**config.mk**
```make
export PLATFORM = sky130hd
export DESIGN_NAME = scroll_offset_easing_controller
export DESIGN_NICKNAME = d
export VERILOG_FILES = /design/src/sv/soec_pkg.sv /design/src/sv/soec_cfg.sv /design/src/sv/soec_seq.sv /design/src/sv/soec_dp.sv /design/src/sv/scroll_offset_easing_controller.sv
export VERILOG_INCLUDE_DIRS = /design/src /design/src/sv
export SDC_FILE = /design/constraint.sdc
export NUM_CORES = 2
export LEC_CHECK = 0
export BUFFER_PORTS_ARGS = -buffer_cell sky130_fd_sc_hd__buf_2
export CAP_MARGIN = 40
export CORE_MARGIN = 2
export CORE_UTILIZATION = 50
export CTS_CLUSTER_SIZE = 28
export DETAILED_ROUTE_END_ITERATION = 8
export GPL_TIMING_DRIVEN = 0
export HOLD_SLACK_MARGIN = 0.12
export PLACE_DENSITY = 0.71
export SLEW_MARGIN = 15
export SYNTH_ARGS = -nofsm -noshare
export SYNTH_HDL_FRONTEND = slang
export SYNTH_SLANG_ARGS = --single-unit
```
**constraint.sdc**
```tcl
create_clock -name clk -period 23.6 [get_ports clk]
set_clock_uncertainty 0.15 [all_clocks]
set_input_delay 2.36 -clock clk [delete_from_list [all_inputs] [get_ports clk]]
set_output_delay 2.36 -clock clk [all_outputs]
set_load 0.02 [all_outputs]
```
**src/sv/assert_macros.svh**
```systemverilog
// Assertion helpers for the scroll offset easing controller.
// The clock and reset of the module that uses them are taken by name.
`ifndef ASSERT_MACROS_SVH
`define ASSERT_MACROS_SVH

`ifndef SYNTHESIS

// A property that must hold on every clock edge outside reset.
`define SOEC_ASSERT(lbl, prop) \
  lbl: assert property (@(posedge clk) disable iff (!rst_n) (prop)) \
    else $error("%m: check failed");

// A condition in one cycle that must be followed by another in the next.
`define SOEC_ASSERT_NEXT(lbl, ante, cons) \
  lbl: assert property (@(posedge clk) disable iff (!rst_n) (ante) |=> (cons)) \
    else $error("%m: check failed");

`else

`define SOEC_ASSERT(lbl, prop)
`define SOEC_ASSERT_NEXT(lbl, ante, cons)

`endif

`endif

```
**src/sv/soec_pkg.sv**
```systemverilog
`default_nettype none

package soec_pkg;

  // Fixed-point format of times and speeds.
  localparam int FRAC_BITS = 16;

  // Field and state widths.
  localparam int OFS_W  = 40;
  localparam int DLY_W  = 22;
  localparam int ET_W   = 20;
  localparam int DT_W   = FRAC_BITS + 1;
  localparam int TGT_W  = 25;
  localparam int VH_W   = 13;
  localparam int CH_W   = 20;
  localparam int SD_W   = 21;
  localparam int LD_W   = 21;

  // Datapath widths: the speed error times five needs four more bits than
  // the speed, its magnitude one less than that.
  localparam int OPD_W  = OFS_W + 4;
  localparam int MAG_W  = OPD_W - 1;
  localparam int MHI_W  = MAG_W - FRAC_BITS;
  localparam int MA_W   = (MHI_W > FRAC_BITS) ? MHI_W : FRAC_BITS;
  localparam int PROD_W = MA_W + DT_W;
  localparam int ACC_W  = MAG_W + 1;
  localparam int SUM_W  = ACC_W + 2;

  // Register port.
  localparam int ADDR_W    = 5;
  localparam int DATA_W    = 32;
  localparam int REG_IDX_W = 3;

  localparam logic [REG_IDX_W-1:0] REG_TGT  = 3'd0;
  localparam logic [REG_IDX_W-1:0] REG_LOOP = 3'd1;
  localparam logic [REG_IDX_W-1:0] REG_VH   = 3'd2;
  localparam logic [REG_IDX_W-1:0] REG_CH   = 3'd3;
  localparam logic [REG_IDX_W-1:0] REG_SDLY = 3'd4;
  localparam logic [REG_IDX_W-1:0] REG_LDLY = 3'd5;

  // Constants of the scroll behavior.
  localparam int DEFAULT_DT_I = ((16 << FRAC_BITS) + 500) / 1000;
  localparam logic [DT_W-1:0]  ONE_SEC    = DT_W'(1) << FRAC_BITS;
  localparam logic [DT_W-1:0]  DEFAULT_DT = DT_W'(DEFAULT_DT_I);
  localparam logic [TGT_W-1:0] DEF_TGT    = TGT_W'(60) << FRAC_BITS;
  localparam logic [VH_W-1:0]  DEF_VH     = VH_W'(1080);
  localparam logic [DLY_W-1:0] TIMER_MAX  = '1;

  typedef struct packed {
    logic [TGT_W-1:0] tgt;
    logic             loop_en;
    logic [VH_W-1:0]  vh;
    logic [CH_W-1:0]  ch;
    logic [SD_W-1:0]  sdly;
    logic [LD_W-1:0]  ldly;
  } cfg_t;

  // Datapath operations.
  localparam int OP_W = 4;
  localparam logic [OP_W-1:0] OP_NONE  = 4'd0;
  localparam logic [OP_W-1:0] OP_BEGIN = 4'd1;
  localparam logic [OP_W-1:0] OP_SDLY  = 4'd2;
  localparam logic [OP_W-1:0] OP_LWAIT = 4'd3;
  localparam logic [OP_W-1:0] OP_DIFF  = 4'd4;
  localparam logic [OP_W-1:0] OP_X5    = 4'd5;
  localparam logic [OP_W-1:0] OP_MAG   = 4'd6;
  localparam logic [OP_W-1:0] OP_MHI   = 4'd7;
  localparam logic [OP_W-1:0] OP_MLO   = 4'd8;
  localparam logic [OP_W-1:0] OP_SUM   = 4'd9;
  localparam logic [OP_W-1:0] OP_UPDV  = 4'd10;
  localparam logic [OP_W-1:0] OP_UPDO  = 4'd11;
  localparam logic [OP_W-1:0] OP_END   = 4'd12;
  localparam logic [OP_W-1:0] OP_EMIT  = 4'd13;

  // Jump conditions.
  localparam int CND_W = 3;
  localparam logic [CND_W-1:0] C_NEVER    = 3'd0;
  localparam logic [CND_W-1:0] C_ALWAYS   = 3'd1;
  localparam logic [CND_W-1:0] C_IN_ACC   = 3'd2;
  localparam logic [CND_W-1:0] C_STOPPED  = 3'd3;
  localparam logic [CND_W-1:0] C_IN_SDLY  = 3'd4;
  localparam logic [CND_W-1:0] C_LOOPW    = 3'd5;
  localparam logic [CND_W-1:0] C_OUT_FREE = 3'd6;

  // Microprogram addresses.
  localparam int PC_W = 5;
  localparam logic [PC_W-1:0] S_IDLE  = 5'd0;
  localparam logic [PC_W-1:0] S_CHECK = 5'd1;
  localparam logic [PC_W-1:0] S_SDLY  = 5'd2;
  localparam logic [PC_W-1:0] S_LWAIT = 5'd3;
  localparam logic [PC_W-1:0] S_DIFF  = 5'd4;
  localparam logic [PC_W-1:0] S_X5    = 5'd5;
  localparam logic [PC_W-1:0] S_MAGV  = 5'd6;
  localparam logic [PC_W-1:0] S_MHIV  = 5'd7;
  localparam logic [PC_W-1:0] S_MLOV  = 5'd8;
  localparam logic [PC_W-1:0] S_SUMV  = 5'd9;
  localparam logic [PC_W-1:0] S_UPDV  = 5'd10;
  localparam logic [PC_W-1:0] S_MAGO  = 5'd11;
  localparam logic [PC_W-1:0] S_MHIO  = 5'd12;
  localparam logic [PC_W-1:0] S_MLOO  = 5'd13;
  localparam logic [PC_W-1:0] S_SUMO  = 5'd14;
  localparam logic [PC_W-1:0] S_UPDO  = 5'd15;
  localparam logic [PC_W-1:0] S_END   = 5'd16;
  localparam logic [PC_W-1:0] S_EMIT  = 5'd17;

  // One control word: take an input word, datapath operation, jump
  // condition with its target, and whether to advance when not jumping.
  typedef struct packed {
    logic             take;
    logic [OP_W-1:0]  op;
    logic [CND_W-1:0] cnd;
    logic             adv;
    logic [PC_W-1:0]  tgt;
  } ucw_t;

  // Datapath status seen by the sequencer.
  typedef struct packed {
    logic stopped;
    logic in_sdly;
    logic loop_wait;
    logic out_free;
  } dp_stat_t;

  function automatic ucw_t uw(input logic take, input logic [OP_W-1:0] op,
                              input logic [CND_W-1:0] cnd, input logic adv,
                              input logic [PC_W-1:0] tgt);
    ucw_t w;
    w.take = take;
    w.op   = op;
    w.cnd  = cnd;
    w.adv  = adv;
    w.tgt  = tgt;
    return w;
  endfunction

  // The microprogram for one frame tick.
  function automatic ucw_t ucode_rom(input logic [PC_W-1:0] addr);
    ucw_t w;
    case (addr)
      S_IDLE:  w = uw(1'b1, OP_NONE,  C_IN_ACC,   1'b0, S_CHECK);
      S_CHECK: w = uw(1'b0, OP_BEGIN, C_STOPPED,  1'b1, S_EMIT);
      S_SDLY:  w = uw(1'b0, OP_SDLY,  C_IN_SDLY,  1'b1, S_EMIT);
      S_LWAIT: w = uw(1'b0, OP_LWAIT, C_LOOPW,    1'b1, S_EMIT);
      S_DIFF:  w = uw(1'b0, OP_DIFF,  C_NEVER,    1'b1, S_IDLE);
      S_X5:    w = uw(1'b0, OP_X5,    C_NEVER,    1'b1, S_IDLE);
      S_MAGV:  w = uw(1'b0, OP_MAG,   C_NEVER,    1'b1, S_IDLE);
      S_MHIV:  w = uw(1'b0, OP_MHI,   C_NEVER,    1'b1, S_IDLE);
      S_MLOV:  w = uw(1'b0, OP_MLO,   C_NEVER,    1'b1, S_IDLE);
      S_SUMV:  w = uw(1'b0, OP_SUM,   C_NEVER,    1'b1, S_IDLE);
      S_UPDV:  w = uw(1'b0, OP_UPDV,  C_NEVER,    1'b1, S_IDLE);
      S_MAGO:  w = uw(1'b0, OP_MAG,   C_NEVER,    1'b1, S_IDLE);
      S_MHIO:  w = uw(1'b0, OP_MHI,   C_NEVER,    1'b1, S_IDLE);
      S_MLOO:  w = uw(1'b0, OP_MLO,   C_NEVER,    1'b1, S_IDLE);
      S_SUMO:  w = uw(1'b0, OP_SUM,   C_NEVER,    1'b1, S_IDLE);
      S_UPDO:  w = uw(1'b0, OP_UPDO,  C_NEVER,    1'b1, S_IDLE);
      S_END:   w = uw(1'b0, OP_END,   C_NEVER,    1'b1, S_IDLE);
      S_EMIT:  w = uw(1'b0, OP_EMIT,  C_OUT_FREE, 1'b0, S_IDLE);
      default: w = uw(1'b0, OP_NONE,  C_ALWAYS,   1'b0, S_IDLE);
    endcase
    return w;
  endfunction

endpackage

`default_nettype wire

```
**src/sv/soec_cfg.sv**
```systemverilog
`default_nettype none

module soec_cfg import soec_pkg::*; (
  input  wire logic              clk,
  input  wire logic              rst_n,
  input  wire logic              psel,
  input  wire logic              penable,
  input  wire logic              pwrite,
  input  wire logic [ADDR_W-1:0] paddr,
  input  wire logic [DATA_W-1:0] pwdata,
  output logic      [DATA_W-1:0] prdata,
  output logic                   pready,
  output cfg_t                   cfg,
  output logic                   cfg_clr
);

  cfg_t cfg_r, cfg_nxt;
  logic wr_en;
  logic [REG_IDX_W-1:0] idx;

  assign pready = 1'b1;
  assign idx    = paddr[ADDR_W-1:2];
  assign wr_en  = psel && penable && pwrite;

  // Register writes; a write to a known register also restarts the scroll.
  always_comb begin
    cfg_nxt = cfg_r;
    cfg_clr = 1'b0;
    if (wr_en) begin
      cfg_clr = 1'b1;
      case (idx)
        REG_TGT:  cfg_nxt.tgt     = pwdata[TGT_W-1:0];
        REG_LOOP: cfg_nxt.loop_en = pwdata[0];
        REG_VH:   cfg_nxt.vh      = pwdata[VH_W-1:0];
        REG_CH:   cfg_nxt.ch      = pwdata[CH_W-1:0];
        REG_SDLY: cfg_nxt.sdly    = pwdata[SD_W-1:0];
        REG_LDLY: cfg_nxt.ldly    = pwdata[LD_W-1:0];
        default:  cfg_clr = 1'b0;
      endcase
    end
  end

  always_ff @(posedge clk) begin
    if (!rst_n) begin
      cfg_r.tgt     <= DEF_TGT;
      cfg_r.loop_en <= 1'b0;
      cfg_r.vh      <= DEF_VH;
      cfg_r.ch      <= '0;
      cfg_r.sdly    <= '0;
      cfg_r.ldly    <= '0;
    end else begin
      cfg_r <= cfg_nxt;
    end
  end

  // Read back.
  always_comb begin
    case (idx)
      REG_TGT:  prdata = DATA_W'(cfg_r.tgt);
      REG_LOOP: prdata = DATA_W'(cfg_r.loop_en);
      REG_VH:   prdata = DATA_W'(cfg_r.vh);
      REG_CH:   prdata = DATA_W'(cfg_r.ch);
      REG_SDLY: prdata = DATA_W'(cfg_r.sdly);
      REG_LDLY: prdata = DATA_W'(cfg_r.ldly);
      default:  prdata = '0;
    endcase
  end

  assign cfg = cfg_r;

endmodule

`default_nettype wire

```
**src/sv/soec_seq.sv**
```systemverilog
`default_nettype none
`include "assert_macros.svh"

module soec_seq import soec_pkg::*; (
  input  wire logic     clk,
  input  wire logic     rst_n,
  input  wire logic     in_valid,
  input  dp_stat_t      stat,
  output ucw_t          cw,
  output logic          in_ready
);

  logic [PC_W-1:0] pc_r, pc_nxt;
  logic taken;

  assign cw       = ucode_rom(pc_r);
  assign in_ready = cw.take;

  // Jump condition of the current step.
  always_comb begin
    case (cw.cnd)
      C_NEVER:    taken = 1'b0;
      C_ALWAYS:   taken = 1'b1;
      C_IN_ACC:   taken = in_valid && cw.take;
      C_STOPPED:  taken = stat.stopped;
      C_IN_SDLY:  taken = stat.in_sdly;
      C_LOOPW:    taken = stat.loop_wait;
      C_OUT_FREE: taken = stat.out_free;
      default:    taken = 1'b0;
    endcase
  end

  // Step counter: jump, advance, or hold.
  assign pc_nxt = taken ? cw.tgt : (pc_r + PC_W'(cw.adv));

  always_ff @(posedge clk) begin
    if (!rst_n) begin
      pc_r <= S_IDLE;
    end else begin
      pc_r <= pc_nxt;
    end
  end

  `SOEC_ASSERT(a_ready_only_idle, !in_ready || (pc_r == S_IDLE))
  `SOEC_ASSERT_NEXT(a_accept_starts, in_valid && in_ready, pc_r == S_CHECK)
  `SOEC_ASSERT(a_pc_in_program, pc_r <= S_EMIT)

endmodule

`default_nettype wire

```
**src/sv/soec_dp.sv**
```systemverilog
`default_nettype none
`include "assert_macros.svh"

module soec_dp import soec_pkg::*; (
  input  wire logic                    clk,
  input  wire logic                    rst_n,
  input  ucw_t                         cw,
  input  cfg_t                         cfg,
  input  wire logic                    cfg_clr,
  input  wire logic                    in_valid,
  input  wire logic [ET_W-1:0]         in_elapsed_time,
  input  wire logic                    out_ready,
  output dp_stat_t                     stat,
  output logic                         out_valid,
  output logic signed [OFS_W-1:0]      out_offset,
  output logic                         out_active,
  output logic                         out_pausing
);

  localparam logic signed [SUM_W-1:0] SAT_HI =
    $signed({{(SUM_W-OFS_W+1){1'b0}}, {(OFS_W-1){1'b1}}});
  localparam logic signed [SUM_W-1:0] SAT_LO =
    $signed({{(SUM_W-OFS_W+1){1'b1}}, {(OFS_W-1){1'b0}}});
  localparam logic [PROD_W-1:0] HALF = PROD_W'(1) << (FRAC_BITS - 1);

  function automatic logic signed [OFS_W-1:0] sat_ofs(input logic signed [SUM_W-1:0] v);
    logic signed [SUM_W-1:0] s;
    s = v;
    if (v > SAT_HI) begin
      s = SAT_HI;
    end else if (v < SAT_LO) begin
      s = SAT_LO;
    end
    return s[OFS_W-1:0];
  endfunction

  // Scroll state.
  logic signed [OFS_W-1:0] offset_r, offset_nxt, speed_r, speed_nxt;
  logic [DLY_W-1:0] delay_r, delay_nxt;
  logic running_r, running_nxt, begun_r, begun_nxt, loop_wait_r, loop_wait_nxt;

  // Working registers of the tick.
  logic [DT_W-1:0] dt_r, dt_nxt;
  logic signed [OPD_W-1:0] opnd_r, opnd_nxt;
  logic [MAG_W-1:0] mag_r, mag_nxt;
  logic neg_r, neg_nxt;
  logic [ACC_W-1:0] acc_r, acc_nxt;
  logic [DT_W-1:0] lo_r, lo_nxt;

  // Result word.
  logic out_valid_r, out_valid_nxt;
  logic signed [OFS_W-1:0] out_offset_r;
  logic out_active_r, out_pausing_r;

  logic in_acc, bad_dt, in_sdly, out_free, past_end, emit;
  logic [VH_W-1:0] vh_eff;
  logic [TGT_W-1:0] tgt_eff;
  logic signed [OFS_W-1:0] vh_fx, restart_ofs, ch_fx;
  logic [DLY_W:0] tsum;
  logic [DLY_W-1:0] tadd;
  logic [MA_W-1:0] mul_a;
  logic [PROD_W-1:0] mul_p, lo_sum;
  logic signed [OPD_W-1:0] opnd_abs;
  logic signed [SUM_W-1:0] acc_ext, sacc, spd_sum, ofs_sum;
  logic signed [OFS_W-1:0] spd_sat;

  assign in_acc   = in_valid && cw.take;
  assign out_free = !out_valid_r || out_ready;
  assign emit     = (cw.op == OP_EMIT) && out_free;

  // Frame time: a zero or over-long time falls back to the default.
  assign bad_dt = (in_elapsed_time == '0) || (in_elapsed_time > ET_W'(ONE_SEC));
  assign dt_nxt = in_acc ? (bad_dt ? DEFAULT_DT : in_elapsed_time[DT_W-1:0]) : dt_r;

  // Effective configuration values and fixed-point positions.
  assign vh_eff      = (cfg.vh == '0) ? DEF_VH : cfg.vh;
  assign tgt_eff     = (cfg.tgt == '0) ? DEF_TGT : cfg.tgt;
  assign vh_fx       = $signed(OFS_W'(vh_eff) << FRAC_BITS);
  assign restart_ofs = -vh_fx;
  assign ch_fx       = $signed(OFS_W'(cfg.ch) << FRAC_BITS);
  assign past_end    = offset_r > ch_fx;

  // Saturating delay timer.
  assign tsum    = {1'b0, delay_r} + (DLY_W+1)'(dt_r);
  assign tadd    = tsum[DLY_W] ? TIMER_MAX : tsum[DLY_W-1:0];
  assign in_sdly = (cfg.sdly != '0) && (delay_r < DLY_W'(cfg.sdly));

  // Shared multiplier: whole part or fraction of the magnitude times dt.
  assign mul_a  = (cw.op == OP_MHI) ? MA_W'(mag_r[MAG_W-1:FRAC_BITS])
                                    : MA_W'(mag_r[FRAC_BITS-1:0]);
  assign mul_p  = PROD_W'(mul_a) * PROD_W'(dt_r);
  assign lo_sum = mul_p + HALF;

  // Magnitude and signed product paths.
  assign opnd_abs = opnd_r[OPD_W-1] ? -opnd_r : opnd_r;
  assign acc_ext  = $signed({2'b00, acc_r});
  assign sacc     = neg_r ? -acc_ext : acc_ext;
  assign spd_sum  = $signed({{(SUM_W-OFS_W){speed_r[OFS_W-1]}}, speed_r}) + sacc;
  assign ofs_sum  = $signed({{(SUM_W-OFS_W){offset_r[OFS_W-1]}}, offset_r}) + sacc;
  assign spd_sat  = sat_ofs(spd_sum);

  // Step operations.
  always_comb begin
    offset_nxt    = offset_r;
    speed_nxt     = speed_r;
    delay_nxt     = delay_r;
    running_nxt   = running_r;
    begun_nxt     = begun_r;
    loop_wait_nxt = loop_wait_r;
    opnd_nxt      = opnd_r;
    mag_nxt       = mag_r;
    neg_nxt       = neg_r;
    acc_nxt       = acc_r;
    lo_nxt        = lo_r;
    case (cw.op)
      OP_BEGIN: begin
        if (running_r && !begun_r) begin
          offset_nxt = restart_ofs;
          delay_nxt  = '0;
          begun_nxt  = 1'b1;
        end
      end
      OP_SDLY: begin
        if (in_sdly) begin
          delay_nxt = tadd;
        end
      end
      OP_LWAIT: begin
        if (loop_wait_r) begin
          if (tadd >= DLY_W'(cfg.ldly)) begin
            loop_wait_nxt = 1'b0;
            offset_nxt    = restart_ofs;
            speed_nxt     = '0;
            delay_nxt     = DLY_W'(cfg.sdly);
          end else begin
            delay_nxt = tadd;
          end
        end
      end
      OP_DIFF: begin
        opnd_nxt = $signed({{(OPD_W-TGT_W){1'b0}}, tgt_eff})
                 - $signed({{(OPD_W-OFS_W){speed_r[OFS_W-1]}}, speed_r});
      end
      OP_X5: begin
        opnd_nxt = opnd_r + (opnd_r <<< 2);
      end
      OP_MAG: begin
        neg_nxt = opnd_r[OPD_W-1];
        mag_nxt = opnd_abs[MAG_W-1:0];
      end
      OP_MHI: begin
        acc_nxt = mul_p[ACC_W-1:0];
      end
      OP_MLO: begin
        lo_nxt = lo_sum[FRAC_BITS +: DT_W];
      end
      OP_SUM: begin
        acc_nxt = acc_r + ACC_W'(lo_r);
      end
      OP_UPDV: begin
        // New speed, also loaded as the next operand.
        speed_nxt = spd_sat;
        opnd_nxt  = $signed({{(OPD_W-OFS_W){spd_sat[OFS_W-1]}}, spd_sat});
      end
      OP_UPDO: begin
        offset_nxt = sat_ofs(ofs_sum);
      end
      OP_END: begin
        if (past_end) begin
          if (cfg.loop_en) begin
            if (cfg.ldly != '0) begin
              loop_wait_nxt = 1'b1;
              delay_nxt     = '0;
            end else begin
              offset_nxt = restart_ofs;
              speed_nxt  = '0;
            end
          end else begin
            running_nxt = 1'b0;
          end
        end
      end
      default: begin
      end
    endcase
    // A register write restarts the scroll state.
    if (cfg_clr) begin
      offset_nxt    = '0;
      speed_nxt     = '0;
      delay_nxt     = '0;
      running_nxt   = 1'b1;
      begun_nxt     = 1'b0;
      loop_wait_nxt = 1'b0;
    end
  end

  // Output word handshake.
  always_comb begin
    out_valid_nxt = out_valid_r && !out_ready;
    if (emit) begin
      out_valid_nxt = 1'b1;
    end
  end

  always_ff @(posedge clk) begin
    if (!rst_n) begin
      offset_r    <= '0;
      speed_r     <= '0;
      delay_r     <= '0;
      running_r   <= 1'b1;
      begun_r     <= 1'b0;
      loop_wait_r <= 1'b0;
      out_valid_r <= 1'b0;
    end else begin
      offset_r    <= offset_nxt;
      speed_r     <= speed_nxt;
      delay_r     <= delay_nxt;
      running_r   <= running_nxt;
      begun_r     <= begun_nxt;
      loop_wait_r <= loop_wait_nxt;
      out_valid_r <= out_valid_nxt;
    end
  end

  // Working and result registers.
  always_ff @(posedge clk) begin
    dt_r   <= dt_nxt;
    opnd_r <= opnd_nxt;
    mag_r  <= mag_nxt;
    neg_r  <= neg_nxt;
    acc_r  <= acc_nxt;
    lo_r   <= lo_nxt;
    if (emit) begin
      out_offset_r  <= offset_r;
      out_active_r  <= running_r;
      out_pausing_r <= running_r && (loop_wait_r || in_sdly);
    end
  end

  assign stat.stopped   = !running_r;
  assign stat.in_sdly   = in_sdly;
  assign stat.loop_wait = loop_wait_r;
  assign stat.out_free  = out_free;

  assign out_valid   = out_valid_r;
  assign out_offset  = out_offset_r;
  assign out_active  = out_active_r;
  assign out_pausing = out_pausing_r;

  `SOEC_ASSERT_NEXT(a_clr_restarts, cfg_clr, running_r && !begun_r && !loop_wait_r)
  `SOEC_ASSERT(a_wait_implies_run, !loop_wait_r || running_r)
  `SOEC_ASSERT_NEXT(a_emit_shows_word, emit, out_valid_r)

endmodule

`default_nettype wire

```
**src/sv/scroll_offset_easing_controller.sv**
```systemverilog
// Each frame tick runs the microprogram up to its emit step, which registers the result word;
// a stopped scroll jumps there from the check step, the start and loop delays from their timer
// steps. A new tick is taken only at the idle step, after the emit step of the previous one;
// each eased tick uses the single shared 27x17 multiplier four times. A waiting result holds the
// sequencer at its emit step. Reset: rst_n is synchronous, active low; it loads the register
// reset values and restarts the scroll state, which each write to a known register restarts as well.
`default_nettype none

module scroll_offset_easing_controller import soec_pkg::*; (
  input  wire logic                clk,
  input  wire logic                rst_n,
  input  wire logic                in_valid,
  output logic                     in_ready,
  input  wire logic [ET_W-1:0]     in_elapsed_time,
  output logic                     out_valid,
  input  wire logic                out_ready,
  output logic signed [OFS_W-1:0]  out_offset,
  output logic                     out_active,
  output logic                     out_pausing,
  input  wire logic                psel,
  input  wire logic                penable,
  input  wire logic                pwrite,
  input  wire logic [ADDR_W-1:0]   paddr,
  input  wire logic [DATA_W-1:0]   pwdata,
  output logic      [DATA_W-1:0]   prdata,
  output logic                     pready
);

  cfg_t     cfg;
  logic     cfg_clr;
  ucw_t     cw;
  dp_stat_t stat;

  // Register file.
  soec_cfg u_cfg (
    .clk     (clk),
    .rst_n   (rst_n),
    .psel    (psel),
    .penable (penable),
    .pwrite  (pwrite),
    .paddr   (paddr),
    .pwdata  (pwdata),
    .prdata  (prdata),
    .pready  (pready),
    .cfg     (cfg),
    .cfg_clr (cfg_clr)
  );

  // Microcode sequencer.
  soec_seq u_seq (
    .clk      (clk),
    .rst_n    (rst_n),
    .in_valid (in_valid),
    .stat     (stat),
    .cw       (cw),
    .in_ready (in_ready)
  );

  // Datapath and result word.
  soec_dp u_dp (
    .clk             (clk),
    .rst_n           (rst_n),
    .cw              (cw),
    .cfg             (cfg),
    .cfg_clr         (cfg_clr),
    .in_valid        (in_valid),
    .in_elapsed_time (in_elapsed_time),
    .out_ready       (out_ready),
    .stat            (stat),
    .out_valid       (out_valid),
    .out_offset      (out_offset),
    .out_active      (out_active),
    .out_pausing     (out_pausing)
  );

endmodule

`default_nettype wire

```
==> summary.md <==
| Metric | Value |
|---|---|
| Wire length on met1 | approximately 62000 um |
| Final Max Slew Viols | 0 |
| Clk sink count | approximately 430 |
| Reg area | around 11000 sq um |
| Yosys warns | 0 |
| Most used cell, CP | fa_1 |
| Initial antenna violation count | 0 |
| Design Area, Final | about 51000 sq um |
| Worst path max stage delay | between 500 and 600 ps |
| DRT Pass-1 Iters | 6 |
| Worst rel slew slack | between 30% and 40% |
| Layout net count | approximately 6600 |
| CTS resizes | 0 |
| Leakage | 22.13 nW |
| Placed Cells | 6968 |
| Total gr overflow | 0 |
| Cell taking the most area after synthesis | fa_1 |
| Most frequent cell after synthesis | nand2_1 |
| Placement Rows | around 110 |
| Synth cell count leaders | nand2_1 (818), inv_1 (624), ha_1 (382), fa_1 (380), a21oi_1 (298) |
| Type of the worst min-delay path | flip-flop to flip-flop |
| Routed WL | 160100 um |
| Max_cap viols | 0 |
| Core area | approximately 93000 sq um |
| Async SR Flop Fraction | 0% |
| DRC Markers | 0 |
| Total chip power | ~7.9 mW |
| Most common flop cell mapped by yosys | dfxtp_1 |
| DR top layer | met4 |
| Worst hold stages | 0 |
| Post-DRT Antenna Nets | 0 |
| # IOs | approximately 140 |
| Layout Cells excl Fill | 7061 |
| Worst slew pin tran | 976.4 ps |
| Clock slew at reported path FFs | ~60 ps |
| Die width | roughly 310 um |
| Cell variety after synth | between 100 and 150 |
| Die H | between 300 and 400 um |
| Worst reg2reg startpoint | u_seq.cw[10]$_SDFF_PP0_ |
| Area Overhead vs Synth | 8.843% |
| Vias | 42770 |
| CP required | roughly 24000 ps |
| PortBufs | approximately 120 |
| Final hold violation count | 0 |
| Dpl ws | roughly 13000 ps |
| Reg2Reg Depth | 30 |
| Register-to-register setup slack | approximately 13000 ps |
| Fmax | between 90 and 100 MHz |
| Hold Buf Count CTS | 0 |
| Met2 WL | 72280 um |
| Outcome | completed |
| Mapped cell area | roughly 47000 sq um |
| Worst setup slack after layout | around 13000 ps |
| Vias in the first global route | about 42000 |
| Largest net degree at the start of global routing | 28 |
| Worst Hold Endpoint | u_dp.neg_r$_DFFE_PN_ |
| Top post-synthesis cells by area | fa_1 (16%), edfxtp_1 (13%), ha_1 (10%) |
| Final Setup Violations | 0 |
| Worst-skew pair later-pin latency | 660 ps |
| Post-synth EDFFs | between 200 and 250 |
| Routability Congestion | 1.008 |
| Post-CTS setup buffers | 0 |
| Share of layout cells above drive strength 1 | around 5.7% |
| Filler cells | ~8700 |
| Hold Slack | about 320 ps |
| Vias/cell | roughly 6.1 |
| CP Launch Type | flip-flop |
| FF+latch count, synth | 431 |
| Crit path DAT | ~11000 ps |
| Reg2reg end | u_dp.acc_r[40]$_DFFE_PP_ |
| Final Util | between 50 and 60% |
| Setup TNS | 0 ps |
| Fin crit period | between 10000 and 15000 ps |
| Critical path's slowest cell | clkbuf_1 |
| VDD IR max | approximately 0.28 mV |
| Sequential fraction of the synthesis area | a little under a quarter |
| Met3 wire length | around 15000 um |
| Post-route clock period utilization | between 40 and 50% |
| Clock buffer depth | 3 |
| Power Dens Cells | 153.0 nW/um^2 |
| All-Layer GR Usage | 32.47% |
| CTS buffer count | 47 |
| Initial drt markers | 4172 |
| CTS Root Cell | clkbuf_16 |
| Gate Count Post-Synth | approximately 5600 |
| Worst setup EP type | flip-flop |
| Crit Path Class | flip-flop to flip-flop |
| Die area | approximately 97000 sq um |
| RSZ-0062 raised after global routing | no |
| Hold path startpoint | u_dp.opnd_r[43]$_DFFE_PP_ |
| First-pass GRT wire length | around 240000 um |
| Synth top area share | ~16% |
| Total placed instance area | between 40000 and 50000 sq um |
| Starting Density | ~51% |
| TritonCTS clock tree | built |
| CTS H-tree depth | 2 |
| Area of the multi-input gates | 33170 sq um |
| Routed WL per cell | approximately 23 um |
| Mapped Avg Cell Area | 8.495 sq um |
| Hpwl dp | between 100000 and 150000 um |
| Crit Path Max Fanout | 10 |
-- routing by layer --
layer / up-vias / GRT usage [%]
met3: 489 / 6.123
met2: 2120 / 51.72
met5: - / 0
met1: 20680 / 41.43
met4: 0 / 18.40
li1: 19480 / -
-- power by group --
group	internal, mW	leakage [nW]	total (mW)	switching [mW]
logic	2.11	17.7	5.74	3.64
registers	1.16	3.68	1.34	0.173
clock network	0.453	0.777	0.792	0.339
total	3.72	22.1	7.87	4.15
-- cells by family after synthesis --
logic type                 synth area share (%)
and+or+nand+nor                           18.30
AOI/OAI and AO/OA                         17.73
buffers and inverters                     7.324
adders and majority gates                 26.20
DFF                                       22.66
xor gates and xnor gates                  6.575
muxes                                     1.204
other                                   0.01589
-- layout by cell type (no fill, tap or decap), types with 30 or more instances in the layout --
master	Yosys	final
nand2_1	818	818
inv_1	624	624
ha_1	382	382
fa_1	380	380
a21oi_1	298	298
clkbuf_1	242	248
xnor2_1	248	248
nor2_1	234	233
dfxtp_1	223	223
edfxtp_1	208	208
o21ai_0	185	183
and2_1	168	168
buf_2	16	139
a21boi_0	108	108
a21o_1	106	106
xor2_1	105	105
nand3_1	94	94
and3_1	86	86
nor3_1	81	80
nand2b_1	63	63
o21ai_1	57	57
nand4_1	52	52
clkbuf_16	0	47
nor2b_1	46	45
a211oi_1	44	44
a221o_1	40	40
a22oi_1	40	40
a31oi_1	37	37
nor4_1	37	36
o21a_1	35	35
o31ai_1	34	34
o221ai_1	34	34
o211ai_1	33	33
mux2i_1	31	31
o21bai_1	30	30
-- critical path, delay by kind of cell (launching register included) --
kind	cells	cell delay, ps
xor+xnor	1	220
flops	1	350
buf+inv	8	2260
compound gates	9	2070
mux	1	460
fa+ha+maj	7	3420
simple gates	4	1160
-- final cells by class --
class | count | share of cell area (%)
Antenna cell | 3 | 0.01459
Buffer | 282 | 2.169
Clock buffer | 56 | 2.393
Clock inverter | 30 | 0.7684
Inverter | 625 | 4.559
Multi-Input combinational cell | 4233 | 64.47
Sequential cell | 431 | 20.82
Tap cell | 1254 | 3.049
Timing Repair Buffer | 147 | 1.761
-- how the worst max path moves through the flow --
stage	startpoint	to	slack, ps
after detailed placement	u_seq.cw[10]$_SDFF_PP0_	u_dp.acc_r[40]$_DFFE_PP_	13330
after floorplan	u_seq.cw[10]$_SDFF_PP0_	u_dp.acc_r[42]$_DFFE_PP_	15180
after global placement	u_seq.cw[10]$_SDFF_PP0_	u_dp.acc_r[40]$_DFFE_PP_	13590
final	u_seq.cw[10]$_SDFF_PP0_	u_dp.acc_r[40]$_DFFE_PP_	13190
after global routing	u_seq.cw[10]$_SDFF_PP0_	u_dp.acc_r[40]$_DFFE_PP_	12610
after CTS	u_seq.cw[10]$_SDFF_PP0_	u_dp.acc_r[40]$_DFFE_PP_	13270
-- sequential cells by signal (all words and copies together), names as in the netlist --
signal and flops:
u_cfg.cfg 101, u_dp.acc_r 44, u_dp.opnd_r 44, u_dp.mag_r 43, u_dp.offset_r 40, u_dp.out_offset 40, u_dp.speed_r 40, u_dp.delay_r 22
u_dp.dt_r 17, u_dp.lo_r 17, u_seq.cw 11, u_seq.pc_r 5, u_dp.begun_r 1, u_dp.loop_wait_r 1, u_dp.neg_r 1, u_dp.out_active 1
u_dp.out_pausing 1, u_dp.out_valid 1, u_dp.running_r 1
Power figures use the tool's default switching activity.
